<file path="config.mk">
export PLATFORM = sky130hd
export DESIGN_NAME = lcg_decimal_digit_generator
export DESIGN_NICKNAME = d
export VERILOG_FILES = /design/src/design/ldg_pkg.sv /design/src/design/ldg_mul.sv /design/src/design/ldg_div.sv /design/src/design/ldg_dig.sv /design/src/design/lcg_decimal_digit_generator.sv
export SDC_FILE = /design/constraint.sdc
export NUM_CORES = 2
export LEC_CHECK = 0
export BUFFER_PORTS_ARGS = -buffer_cell sky130_fd_sc_hd__buf_2
export CAP_MARGIN = 20
export CORE_ASPECT_RATIO = 0.8
export CORE_MARGIN = 1.5
export CORE_UTILIZATION = 45
export DETAILED_ROUTE_END_ITERATION = 10
export GPL_ROUTABILITY_DRIVEN = 0
export PLACE_DENSITY_LB_ADDON = 0.3
export SLEW_MARGIN = 20
export SYNTH_ARGS = -nofsm -noshare
export SYNTH_HDL_FRONTEND = slang
export SYNTH_SLANG_ARGS = --single-unit
</file>
<file path="constraint.sdc">
create_clock -name clk -period 24.8 [get_ports clk]
set_input_delay 4.96 -clock clk [delete_from_list [all_inputs] [get_ports clk]]
set_output_delay 4.96 -clock clk [all_outputs]
set_load 0.03 [all_outputs]
</file>
<file path="src/design/ldg_pkg.sv">
// ----------------------------------------------------------------------------
// ldg_pkg
// Shared constants and control types for the decimal digit generator.
// ----------------------------------------------------------------------------
package ldg_pkg;

    // datapath word and counters
    localparam int WORD_W    = 64;
    localparam int BIT_CNT_W = $clog2(WORD_W + 1);
    localparam int DCNT_W    = 5;
    localparam int CFG_IDX_W = 3;
    localparam int DIGIT_W   = 4;

    // largest number of steps, keeps the result inside 64 bits
    localparam logic [DCNT_W-1:0] DIGIT_MAX = DCNT_W'(19);
    localparam logic [DIGIT_W:0]  DEC_BASE  = (DIGIT_W + 1)'(10);

    // register indexes
    localparam logic [CFG_IDX_W-1:0] REG_MULTIPLIER  = CFG_IDX_W'(0);
    localparam logic [CFG_IDX_W-1:0] REG_INCREMENT   = CFG_IDX_W'(1);
    localparam logic [CFG_IDX_W-1:0] REG_MODULUS     = CFG_IDX_W'(2);
    localparam logic [CFG_IDX_W-1:0] REG_DIGIT_COUNT = CFG_IDX_W'(3);

    // register reset values
    localparam logic [WORD_W-1:0] MULTIPLIER_RST  = WORD_W'(64'd1664525);
    localparam logic [WORD_W-1:0] INCREMENT_RST   = WORD_W'(64'd1013904223);
    localparam logic [WORD_W-1:0] MODULUS_RST     = WORD_W'(64'd4294967296);
    localparam logic [DCNT_W-1:0] DIGIT_COUNT_RST = DCNT_W'(5);

    // sequencer state codes
    localparam int STATE_W = 3;
    localparam logic [STATE_W-1:0] ST_IDLE   = STATE_W'(0);
    localparam logic [STATE_W-1:0] ST_MUL    = STATE_W'(1);
    localparam logic [STATE_W-1:0] ST_DIV    = STATE_W'(2);
    localparam logic [STATE_W-1:0] ST_DIG    = STATE_W'(3);
    localparam logic [STATE_W-1:0] ST_FINISH = STATE_W'(4);

    // control for the serial arithmetic units
    typedef struct packed {
        logic load;
        logic run;
    } unit_ctl_t;

    // control for the digit unit
    typedef struct packed {
        logic load;
        logic run;
        logic accum;
        logic clear;
    } dig_ctl_t;

endpackage

</file>
<file path="src/design/ldg_mul.sv">
// ----------------------------------------------------------------------------
// ldg_mul
// Bit-serial multiply-add: product = multiplier * x + increment, mod 2^64.
// ----------------------------------------------------------------------------
module ldg_mul
    import ldg_pkg::*;
(
    input  logic              clk,
    input  unit_ctl_t         ctl,
    input  logic [WORD_W-1:0] multiplier,
    input  logic [WORD_W-1:0] increment,
    input  logic [WORD_W-1:0] x_in,
    output logic [WORD_W-1:0] product
);

    logic [WORD_W-1:0] mcand_reg;
    logic [WORD_W-1:0] mcand_next;
    logic [WORD_W-1:0] mplier_reg;
    logic [WORD_W-1:0] mplier_next;
    logic [WORD_W-1:0] sum_reg;
    logic [WORD_W-1:0] sum_next;

    // one bit of x_in per cycle, lsb first
    always_comb
    begin
        mcand_next  = mcand_reg;
        mplier_next = mplier_reg;
        sum_next    = sum_reg;
        if (ctl.load)
        begin
            mcand_next  = multiplier;
            mplier_next = x_in;
            sum_next    = increment;
        end
        else if (ctl.run)
        begin
            if (mplier_reg[0])
            begin
                sum_next = sum_reg + mcand_reg;
            end
            mcand_next  = {mcand_reg[WORD_W-2:0], 1'b0};
            mplier_next = {1'b0, mplier_reg[WORD_W-1:1]};
        end
    end

    // payload registers
    always_ff @(posedge clk)
    begin
        mcand_reg  <= mcand_next;
        mplier_reg <= mplier_next;
        sum_reg    <= sum_next;
    end

    assign product = sum_reg;

endmodule

</file>
<file path="src/design/ldg_div.sv">
// ----------------------------------------------------------------------------
// ldg_div
// Restoring remainder unit, one dividend bit per cycle, msb first.
// ----------------------------------------------------------------------------
module ldg_div
    import ldg_pkg::*;
(
    input  logic              clk,
    input  unit_ctl_t         ctl,
    input  logic [WORD_W-1:0] dividend,
    input  logic [WORD_W-1:0] modulus,
    output logic [WORD_W-1:0] remainder
);

    logic [WORD_W-1:0] quo_reg;
    logic [WORD_W-1:0] quo_next;
    logic [WORD_W-1:0] rem_reg;
    logic [WORD_W-1:0] rem_next;
    logic [WORD_W:0]   trial;
    logic [WORD_W:0]   divisor;

    assign divisor = {1'b0, modulus};
    assign trial   = {rem_reg, quo_reg[WORD_W-1]};

    // shift in next bit, subtract when it fits (zero modulus leaves the sum)
    always_comb
    begin
        quo_next = quo_reg;
        rem_next = rem_reg;
        if (ctl.load)
        begin
            quo_next = dividend;
            rem_next = '0;
        end
        else if (ctl.run)
        begin
            quo_next = {quo_reg[WORD_W-2:0], 1'b0};
            if (trial >= divisor)
            begin
                rem_next = WORD_W'(trial - divisor);
            end
            else
            begin
                rem_next = trial[WORD_W-1:0];
            end
        end
    end

    // payload registers
    always_ff @(posedge clk)
    begin
        quo_reg <= quo_next;
        rem_reg <= rem_next;
    end

    assign remainder = rem_reg;

endmodule

</file>
<file path="src/design/ldg_dig.sv">
// ----------------------------------------------------------------------------
// ldg_dig
// Serial mod-10 of a state word and the decimal accumulator.
// ----------------------------------------------------------------------------
module ldg_dig
    import ldg_pkg::*;
(
    input  logic              clk,
    input  dig_ctl_t          ctl,
    input  logic [WORD_W-1:0] x_in,
    output logic [WORD_W-1:0] acc
);

    logic [WORD_W-1:0]  shift_reg;
    logic [WORD_W-1:0]  shift_next;
    logic [DIGIT_W-1:0] res_reg;
    logic [DIGIT_W-1:0] res_next;
    logic [WORD_W-1:0]  acc_reg;
    logic [WORD_W-1:0]  acc_next;
    logic [DIGIT_W:0]   res_dbl;
    logic [DIGIT_W-1:0] res_step;

    // horner step: r = (2r + bit) mod 10
    assign res_dbl  = {res_reg, shift_reg[WORD_W-1]};
    assign res_step = (res_dbl >= DEC_BASE) ? DIGIT_W'(res_dbl - DEC_BASE)
                                            : res_dbl[DIGIT_W-1:0];

    always_comb
    begin
        shift_next = shift_reg;
        res_next   = res_reg;
        acc_next   = acc_reg;
        if (ctl.load)
        begin
            shift_next = x_in;
            res_next   = '0;
        end
        else if (ctl.run)
        begin
            shift_next = {shift_reg[WORD_W-2:0], 1'b0};
            res_next   = res_step;
        end
        // acc * 10 + digit, digit taken from the last horner step
        if (ctl.clear)
        begin
            acc_next = '0;
        end
        else if (ctl.accum)
        begin
            acc_next = {acc_reg[WORD_W-4:0], 3'b000} + {acc_reg[WORD_W-2:0], 1'b0}
                       + {{(WORD_W-DIGIT_W){1'b0}}, res_step};
        end
    end

    // payload registers
    always_ff @(posedge clk)
    begin
        shift_reg <= shift_next;
        res_reg   <= res_next;
        acc_reg   <= acc_next;
    end

    assign acc = acc_reg;

endmodule

</file>
<file path="src/design/lcg_decimal_digit_generator.sv">
// ----------------------------------------------------------------------------
// lcg_decimal_digit_generator
// LCG run for a configured number of steps, collecting the last decimal
// digit of each state into one decimal number.
// ----------------------------------------------------------------------------
// work: n = min(count,19) LCG steps per seed, none when the count is zero;
// one seed is worked on at a time
// each step is a serial multiply-add and a restoring remainder; the
// mod-10 of each state overlaps the next multiply
// reset: registers return to their listed values, no result is pending
// ----------------------------------------------------------------------------
module lcg_decimal_digit_generator
    import ldg_pkg::*;
(
    input  logic                 clk,
    input  logic                 rst_n,
    // seed channel
    input  logic                 seed_valid,
    output logic                 seed_stall,
    input  logic [WORD_W-1:0]    seed_value,
    // result channel
    output logic                 result_valid,
    input  logic                 result_stall,
    output logic [WORD_W-1:0]    digit_number,
    // configuration channel
    input  logic                 cfg_valid,
    output logic                 cfg_ready,
    input  logic [CFG_IDX_W-1:0] cfg_index,
    input  logic [WORD_W-1:0]    cfg_data
);

    logic [WORD_W-1:0]    multiplier_reg;
    logic [WORD_W-1:0]    increment_reg;
    logic [WORD_W-1:0]    modulus_reg;
    logic [DCNT_W-1:0]    digit_count_reg;
    logic [STATE_W-1:0]   state_reg;
    logic [STATE_W-1:0]   state_next;
    logic [BIT_CNT_W-1:0] cnt_reg;
    logic [BIT_CNT_W-1:0] cnt_next;
    logic [DCNT_W-1:0]    steps_reg;
    logic [DCNT_W-1:0]    steps_next;
    logic                 have_digit_reg;
    logic                 have_digit_next;
    logic [WORD_W-1:0]    seed_reg;
    logic [WORD_W-1:0]    result_reg;
    logic                 result_valid_reg;
    logic                 result_valid_next;
    logic                 seed_take;
    logic                 out_free;
    logic                 cnt_last;
    logic [DCNT_W-1:0]    steps_sat;
    logic [WORD_W-1:0]    state_x;
    logic [WORD_W-1:0]    product;
    logic [WORD_W-1:0]    remainder;
    logic [WORD_W-1:0]    acc;
    unit_ctl_t            mul_ctl;
    unit_ctl_t            div_ctl;
    dig_ctl_t             dig_ctl;

    assign cfg_ready  = 1'b1;
    assign seed_stall = (state_reg != ST_IDLE);
    assign seed_take  = seed_valid && !seed_stall;
    assign out_free   = !result_valid_reg || !result_stall;
    assign cnt_last   = (cnt_reg == BIT_CNT_W'(WORD_W));
    assign steps_sat  = (digit_count_reg > DIGIT_MAX) ? DIGIT_MAX : digit_count_reg;
    // first step starts from the seed, later ones from the last remainder
    assign state_x    = have_digit_reg ? remainder : seed_reg;

    // configuration registers
    always_ff @(posedge clk or negedge rst_n)
    begin
        if (!rst_n)
        begin
            multiplier_reg  <= MULTIPLIER_RST;
            increment_reg   <= INCREMENT_RST;
            modulus_reg     <= MODULUS_RST;
            digit_count_reg <= DIGIT_COUNT_RST;
        end
        else if (cfg_valid && cfg_ready)
        begin
            unique case (cfg_index)
                REG_MULTIPLIER:  multiplier_reg  <= cfg_data;
                REG_INCREMENT:   increment_reg   <= cfg_data;
                REG_MODULUS:     modulus_reg     <= cfg_data;
                REG_DIGIT_COUNT: digit_count_reg <= cfg_data[DCNT_W-1:0];
                default:         ;
            endcase
        end
    end

    // sequencer
    always_comb
    begin
        state_next        = state_reg;
        cnt_next          = cnt_reg;
        steps_next        = steps_reg;
        have_digit_next   = have_digit_reg;
        result_valid_next = result_valid_reg && result_stall;
        mul_ctl           = '0;
        div_ctl           = '0;
        dig_ctl           = '0;
        unique case (state_reg)
            ST_IDLE:
            begin
                if (seed_take)
                begin
                    steps_next      = steps_sat;
                    have_digit_next = 1'b0;
                    cnt_next        = '0;
                    dig_ctl.clear   = 1'b1;
                    state_next      = (steps_sat == '0) ? ST_FINISH : ST_MUL;
                end
            end
            ST_MUL:
            begin
                mul_ctl.load  = (cnt_reg == '0);
                mul_ctl.run   = (cnt_reg != '0);
                dig_ctl.load  = (cnt_reg == '0);
                dig_ctl.run   = (cnt_reg != '0);
                dig_ctl.accum = cnt_last && have_digit_reg;
                cnt_next      = cnt_reg + BIT_CNT_W'(1);
                if (cnt_last)
                begin
                    cnt_next   = '0;
                    state_next = ST_DIV;
                end
            end
            ST_DIV:
            begin
                div_ctl.load = (cnt_reg == '0);
                div_ctl.run  = (cnt_reg != '0);
                cnt_next     = cnt_reg + BIT_CNT_W'(1);
                if (cnt_last)
                begin
                    cnt_next        = '0;
                    have_digit_next = 1'b1;
                    steps_next      = steps_reg - DCNT_W'(1);
                    state_next      = (steps_reg == DCNT_W'(1)) ? ST_DIG : ST_MUL;
                end
            end
            ST_DIG:
            begin
                dig_ctl.load  = (cnt_reg == '0);
                dig_ctl.run   = (cnt_reg != '0);
                dig_ctl.accum = cnt_last;
                cnt_next      = cnt_reg + BIT_CNT_W'(1);
                if (cnt_last)
                begin
                    cnt_next   = '0;
                    state_next = ST_FINISH;
                end
            end
            ST_FINISH:
            begin
                if (out_free)
                begin
                    result_valid_next = 1'b1;
                    state_next        = ST_IDLE;
                end
            end
            default:
            begin
                state_next = ST_IDLE;
            end
        endcase
    end

    // control registers
    always_ff @(posedge clk or negedge rst_n)
    begin
        if (!rst_n)
        begin
            state_reg        <= ST_IDLE;
            cnt_reg          <= '0;
            steps_reg        <= '0;
            have_digit_reg   <= 1'b0;
            result_valid_reg <= 1'b0;
        end
        else
        begin
            state_reg        <= state_next;
            cnt_reg          <= cnt_next;
            steps_reg        <= steps_next;
            have_digit_reg   <= have_digit_next;
            result_valid_reg <= result_valid_next;
        end
    end

    // seed and result payload
    always_ff @(posedge clk)
    begin
        if (seed_take)
        begin
            seed_reg <= seed_value;
        end
        if ((state_reg == ST_FINISH) && out_free)
        begin
            result_reg <= acc;
        end
    end

    assign result_valid = result_valid_reg;
    assign digit_number = result_reg;

    // serial multiply-add
    ldg_mul u_mul (
        .clk        (clk),
        .ctl        (mul_ctl),
        .multiplier (multiplier_reg),
        .increment  (increment_reg),
        .x_in       (state_x),
        .product    (product)
    );

    // serial remainder
    ldg_div u_div (
        .clk       (clk),
        .ctl       (div_ctl),
        .dividend  (product),
        .modulus   (modulus_reg),
        .remainder (remainder)
    );

    // serial mod-10 and decimal accumulator
    ldg_dig u_dig (
        .clk  (clk),
        .ctl  (dig_ctl),
        .x_in (state_x),
        .acc  (acc)
    );

    // a new result beat only comes out of the finish state
    assert property (@(posedge clk) disable iff (!rst_n)
        $rose(result_valid) |-> $past(state_reg == ST_FINISH))
        else $error("result raised outside finish state");

    // the step count never exceeds the saturation limit
    assert property (@(posedge clk) disable iff (!rst_n)
        steps_reg <= DIGIT_MAX)
        else $error("step count above limit");

    // serial phases only run with steps left and a bounded bit counter
    assert property (@(posedge clk) disable iff (!rst_n)
        (state_reg == ST_MUL || state_reg == ST_DIV)
            |-> (steps_reg != '0) && (cnt_reg <= BIT_CNT_W'(WORD_W)))
        else $error("serial phase with no steps left");

    // a pending result beat is held while stalled
    assert property (@(posedge clk) disable iff (!rst_n)
        (result_valid && result_stall) |=> (result_valid && $stable(digit_number)))
        else $error("stalled result changed");

endmodule

</file>
==> report_table.html <==
<table>
<tr><th>Metric</th><th>Value</th></tr>
<tr><th colspan="2">Run status</th></tr>
<tr><td>Status</td><td>finished clean</td></tr>
<tr><th colspan="2">Yosys</th></tr>
<tr><td>Number of synthesized register bits</td><td>794</td></tr>
<tr><td>Most used DFF post-synth</td><td>sky130_fd_sc_hd__edfxtp_1</td></tr>
<tr><td>Per-instance average area after synthesis</td><td>10.3 sq um</td></tr>
<tr><td>Count of yosys warnings during synthesis</td><td>0</td></tr>
<tr><td>Post-synthesis net count</td><td>4561</td></tr>
<tr><td>Register area share after synthesis</td><td>about half</td></tr>
<tr><td>Area of the mapped netlist</td><td>42700 sq um</td></tr>
<tr><td>Post-synth ARST share</td><td>27.0%</td></tr>
<tr><td>Number of flops mapped to enable cells by yosys</td><td>~450</td></tr>
<tr><td>Synthesized instance count</td><td>about 4.2k</td></tr>
<tr><td>Library cells used by synthesis</td><td>91</td></tr>
<tr><th colspan="2">Placed design</th></tr>
<tr><td>Cell area after placement</td><td>44700 sq um</td></tr>
<tr><td>DP Worst Slack</td><td>17730 ps</td></tr>
<tr><td>Total of buffers placed on input and output ports</td><td>201</td></tr>
<tr><td>Detailed Place HPWL</td><td>about 76000 microns</td></tr>
<tr><th colspan="2">Worst hold path</th></tr>
<tr><td>Sink of the worst hold path</td><td>digit_number[63]</td></tr>
<tr><td>Hold Path Class</td><td>register to register</td></tr>
<tr><td>Hold path startpoint</td><td>u_dig.acc[63]</td></tr>
<tr><td>Hold path depth</td><td>0</td></tr>
<tr><th colspan="2">Floorplanning</th></tr>
<tr><td>Horizontal die dimension</td><td>between 300 and 400 microns</td></tr>
<tr><td>Starting utilization of the core area</td><td>about 46%</td></tr>
<tr><td># rows</td><td>100</td></tr>
<tr><td>Number of I/O pins</td><td>~200</td></tr>
<tr><td>Y dimension of the die</td><td>approximately 280 microns</td></tr>
<tr><td>Die outline area</td><td>between 90000 and 100000 sq um</td></tr>
<tr><td>Area of the placeable core</td><td>~94000 sq um</td></tr>
<tr><th colspan="2">STA</th></tr>
<tr><td>Worst setup skew after layout</td><td>between 20 and 30 ps</td></tr>
<tr><td>Max-slew headroom at the worst pin</td><td>21.0%</td></tr>
<tr><td>Max Clock Freq</td><td>about 140 MHz</td></tr>
<tr><td>Minimum clock period</td><td>just under 7000 ps</td></tr>
<tr><td>Post-route fraction of the period consumed by the critical path</td><td>between 20% and 30%</td></tr>
<tr><td>Total Neg Setup Slack</td><td>0 ps</td></tr>
<tr><td>Transition time at the pin with the least slew margin</td><td>~1200 ps</td></tr>
<tr><td>Number of endpoints with negative hold slack in the final report</td><td>0</td></tr>
<tr><td>Final Setup Violations</td><td>0</td></tr>
<tr><td>Count of pins over their slew limit</td><td>0</td></tr>
<tr><td>Unrepaired setup endpoints after global routing</td><td>no</td></tr>
<tr><td>Post-layout worst setup margin</td><td>17900 ps</td></tr>
<tr><th colspan="2">Layout</th></tr>
<tr><td>Area growth syn-to-layout</td><td>11.7%</td></tr>
<tr><td>Post-layout utilization of the core</td><td>51.0%</td></tr>
<tr><td>Count of fill cells added during filler insertion</td><td>8419</td></tr>
<tr><td>Final nets</td><td>4652</td></tr>
<tr><td>Share of final-layout standard cells stronger than drive strength 1</td><td>around 15%</td></tr>
<tr><td>Final instance area</td><td>47800 sq um</td></tr>
<tr><th colspan="2">Drt</th></tr>
<tr><td>Top routing layer in use</td><td>met5</td></tr>
<tr><td>Drt via density</td><td>roughly 5.7</td></tr>
<tr><td>Detailed-route DRC error count</td><td>0</td></tr>
<tr><td>Remaining antenna violation count</td><td>0</td></tr>
<tr><td>Vias</td><td>about 31k</td></tr>
<tr><td>Met2 wire length</td><td>between 40000 and 50000 microns</td></tr>
<tr><td>Pre-antenna DRT Iters</td><td>7</td></tr>
<tr><td>Routed length on met3</td><td>slightly above 6000 microns</td></tr>
<tr><td>Routed length per instance</td><td>~19 microns</td></tr>
<tr><td>Detailed Route Iter0 Violations</td><td>~2.7k</td></tr>
<tr><td>Total Wirelength</td><td>108000 microns</td></tr>
<tr><td>Post-route met1 wirelength</td><td>51900 microns</td></tr>
<tr><th colspan="2">CTS</th></tr>
<tr><td>Worst skew pair latency</td><td>approximately 650 ps</td></tr>
<tr><td>Number of clock sinks</td><td>~790</td></tr>
<tr><td>Clk buf depth</td><td>3</td></tr>
<tr><td>Number of clock buffers inserted by TritonCTS</td><td>84</td></tr>
<tr><td>Hold buffer count at cts</td><td>0</td></tr>
<tr><td>Post-CTS resize count</td><td>0</td></tr>
<tr><td>Setup Buffers After CTS</td><td>0</td></tr>
<tr><td>Htree depth</td><td>3</td></tr>
<tr><td>Worst-path clk slew</td><td>60 ps</td></tr>
<tr><td>Root buffer selected by CTS</td><td>sky130_fd_sc_hd__clkbuf_16</td></tr>
<tr><td>TritonCTS clock tree</td><td>yes</td></tr>
<tr><th colspan="2">Global route</th></tr>
<tr><td>Initial antenna violation count</td><td>7</td></tr>
<tr><td>Vias in the first global route</td><td>29.8k</td></tr>
<tr><td>Total routing resource utilization after global routing</td><td>~22%</td></tr>
<tr><td>Global-route wire length before repair</td><td>around 170000 microns</td></tr>
<tr><td>GR Overflow Total</td><td>0</td></tr>
<tr><td>Pin count of the biggest net entering global routing</td><td>between 100 and 150</td></tr>
<tr><th colspan="2">Setup path</th></tr>
<tr><td>CP Data Arrival Time</td><td>1940 ps</td></tr>
<tr><td>Crit path launch type</td><td>register</td></tr>
<tr><td>Startpoint of the lowest-slack register-to-register path</td><td>u_dig.res_reg[0]</td></tr>
<tr><td>Data required time of the worst path</td><td>roughly 20000 ps</td></tr>
<tr><td>R2r worst-path depth</td><td>20</td></tr>
<tr><td>Type of the worst setup path</td><td>register to output pin</td></tr>
<tr><td>Category of the worst setup path capture point</td><td>output pin</td></tr>
<tr><td>Critical register-to-register path endpoint</td><td>u_dig.acc[62]</td></tr>
<tr><td>Maximum fanout along the worst path</td><td>12</td></tr>
<tr><td>Worst setup slack for register-to-register paths</td><td>a little under 20000 ps</td></tr>
<tr><th colspan="2">Power</th></tr>
<tr><td>Overall power of the completed layout</td><td>5.28 mW</td></tr>
<tr><td>Worst IR Drop VDD</td><td>roughly 55 uV</td></tr>
<tr><td>P_leak</td><td>roughly 20 nW</td></tr>
<tr><td>Pwr Density</td><td>roughly 110 nW/um^2</td></tr>
<tr><th colspan="2">Job</th></tr>
<tr><td>Reported max-cap violation count</td><td>0</td></tr>
</table>
layout make-up:
type / instances / area (sq um) / share of cell area, %
diodes: 5 / 12.5 / 0.0262
clock buffers: 112 / 2480 / 5.19
clock inverters: 46 / 519 / 1.09
inverters: 136 / 515 / 1.08
multi-input cells: 3012 / 20000 / 41.8
flip-flops and latches: 794 / 21500 / 45.0
well taps: 1224 / 1530 / 3.21
repair buffers: 230 / 1230 / 2.58
per-stage QoR:
stage,instances,hold WS [ps]
after floorplan,4167,408
after global placement,5396,419
after detailed placement,5396,421
after CTS,5554,435
after global routing,5558,446
final,5559,432
routing by layer:
layer  GRT usage [%]  up-vias
met2            33.5      876
li1                -    15300
met3            3.20      159
met5               0        -
met1            32.4    15100
met4            5.87        2
cells in the mapped netlist (16+ instances only):
cell                       count  area share (%)
sky130_fd_sc_hd__nor3_1       34            0.40
sky130_fd_sc_hd__a21oi_1     304             3.6
sky130_fd_sc_hd__and3_1       29            0.42
sky130_fd_sc_hd__a211oi_1     27            0.47
sky130_fd_sc_hd__dfstp_2      34             2.1
sky130_fd_sc_hd__inv_1       134             1.2
sky130_fd_sc_hd__ha_1        254             7.4
sky130_fd_sc_hd__nor2b_1      28            0.41
sky130_fd_sc_hd__o21ai_1      82            0.96
sky130_fd_sc_hd__clkbuf_1    203             1.8
sky130_fd_sc_hd__a31oi_1      19            0.28
sky130_fd_sc_hd__nand2b_1     25            0.37
sky130_fd_sc_hd__xor2_1       71             1.5
sky130_fd_sc_hd__a21o_1      103             1.8
sky130_fd_sc_hd__nor2_1      169             1.5
sky130_fd_sc_hd__nand3_1      71            0.83
sky130_fd_sc_hd__edfxtp_1    448              31
sky130_fd_sc_hd__nand4_1      53            0.78
sky130_fd_sc_hd__dfrtp_1     180              11
sky130_fd_sc_hd__o21ai_0     328             3.8
sky130_fd_sc_hd__dfxtp_1     132             6.2
sky130_fd_sc_hd__nand2_1     692             6.1
sky130_fd_sc_hd__o21a_1       27            0.47
sky130_fd_sc_hd__o31ai_1      16            0.28
sky130_fd_sc_hd__mux2_2      196             5.2
sky130_fd_sc_hd__mux2i_1      78             1.8
sky130_fd_sc_hd__a22o_1       27            0.55
sky130_fd_sc_hd__o21bai_1     49            0.86
sky130_fd_sc_hd__xnor2_1     109             2.2
sky130_fd_sc_hd__o211ai_1     18            0.32
worst max path at each step:
stage               cells after the start  slack (ps)    startpoint              end
floorplan                               1       16290  result_stall  digit_number[0]
global placement                        5       17750    seed_valid     seed_reg[53]
detailed placement                      5       17730    seed_valid     seed_reg[60]
CTS                                     4       17860  state_reg[1]       seed_stall
global route                            4       17800  state_reg[1]       seed_stall
finish                                  4       17900  state_reg[1]       seed_stall
critical path, cell delays in order, from the launching register on:
cell                      delay [ps]
sky130_fd_sc_hd__dfrtp_1         530
sky130_fd_sc_hd__or2_2           390
sky130_fd_sc_hd__nor2_1          160
sky130_fd_sc_hd__inv_1            50
sky130_fd_sc_hd__buf_2           170
cells in the final DEF, fill, tap and decap left out, types with 18 or more instances in the layout:
cell	Yosys	layout
sky130_fd_sc_hd__o21ai_0	328	328
sky130_fd_sc_hd__and3_1	29	29
sky130_fd_sc_hd__a21oi_1	304	303
sky130_fd_sc_hd__nor2b_1	28	28
sky130_fd_sc_hd__nand3_1	71	71
sky130_fd_sc_hd__ha_1	254	254
sky130_fd_sc_hd__nand2_1	692	689
sky130_fd_sc_hd__dfrtp_1	180	179
sky130_fd_sc_hd__nor2_1	169	167
sky130_fd_sc_hd__a31oi_1	19	19
sky130_fd_sc_hd__clkbuf_16	0	93
sky130_fd_sc_hd__xnor2_1	109	109
sky130_fd_sc_hd__inv_1	134	133
sky130_fd_sc_hd__mux2_2	196	196
sky130_fd_sc_hd__nor3_1	34	33
sky130_fd_sc_hd__dfstp_2	34	34
sky130_fd_sc_hd__nand2b_1	25	25
sky130_fd_sc_hd__dfxtp_1	132	132
sky130_fd_sc_hd__a211oi_1	27	27
sky130_fd_sc_hd__xor2_1	71	71
sky130_fd_sc_hd__nand4_1	53	53
sky130_fd_sc_hd__buf_4	4	29
sky130_fd_sc_hd__buf_2	14	200
sky130_fd_sc_hd__o21bai_1	49	49
sky130_fd_sc_hd__o211ai_1	18	18
sky130_fd_sc_hd__o21a_1	27	26
sky130_fd_sc_hd__a22o_1	27	27
sky130_fd_sc_hd__o21ai_1	82	82
sky130_fd_sc_hd__a21o_1	103	103
sky130_fd_sc_hd__edfxtp_1	448	448
sky130_fd_sc_hd__mux2i_1	78	78
kinds of logic (layout without fill, tap and decap cells):
group	after synthesis	in the layout	share of synthesized area (%)
AND/OR/NAND/NOR	1177	1177	12.0
other	1	6	0.00877
XOR/XNOR	180	180	3.69
buffers and inverters	361	524	3.25
adder cells (fa/ha/maj)	258	258	7.62
AO/OA/AOI/OAI	1122	1122	16.1
flip-flops	794	794	50.3
multiplexers	274	274	6.99
report_power, final:
part	total [mW]	switching [mW]	internal (mW)	leakage (nW)
sequential	2.05	0.177	1.87	8.09
combinational	1.87	1.13	0.739	10.7
clock	1.36	0.555	0.803	1.47
total	5.28	1.86	3.42	20.3
(Power assumes the default switching activity.)
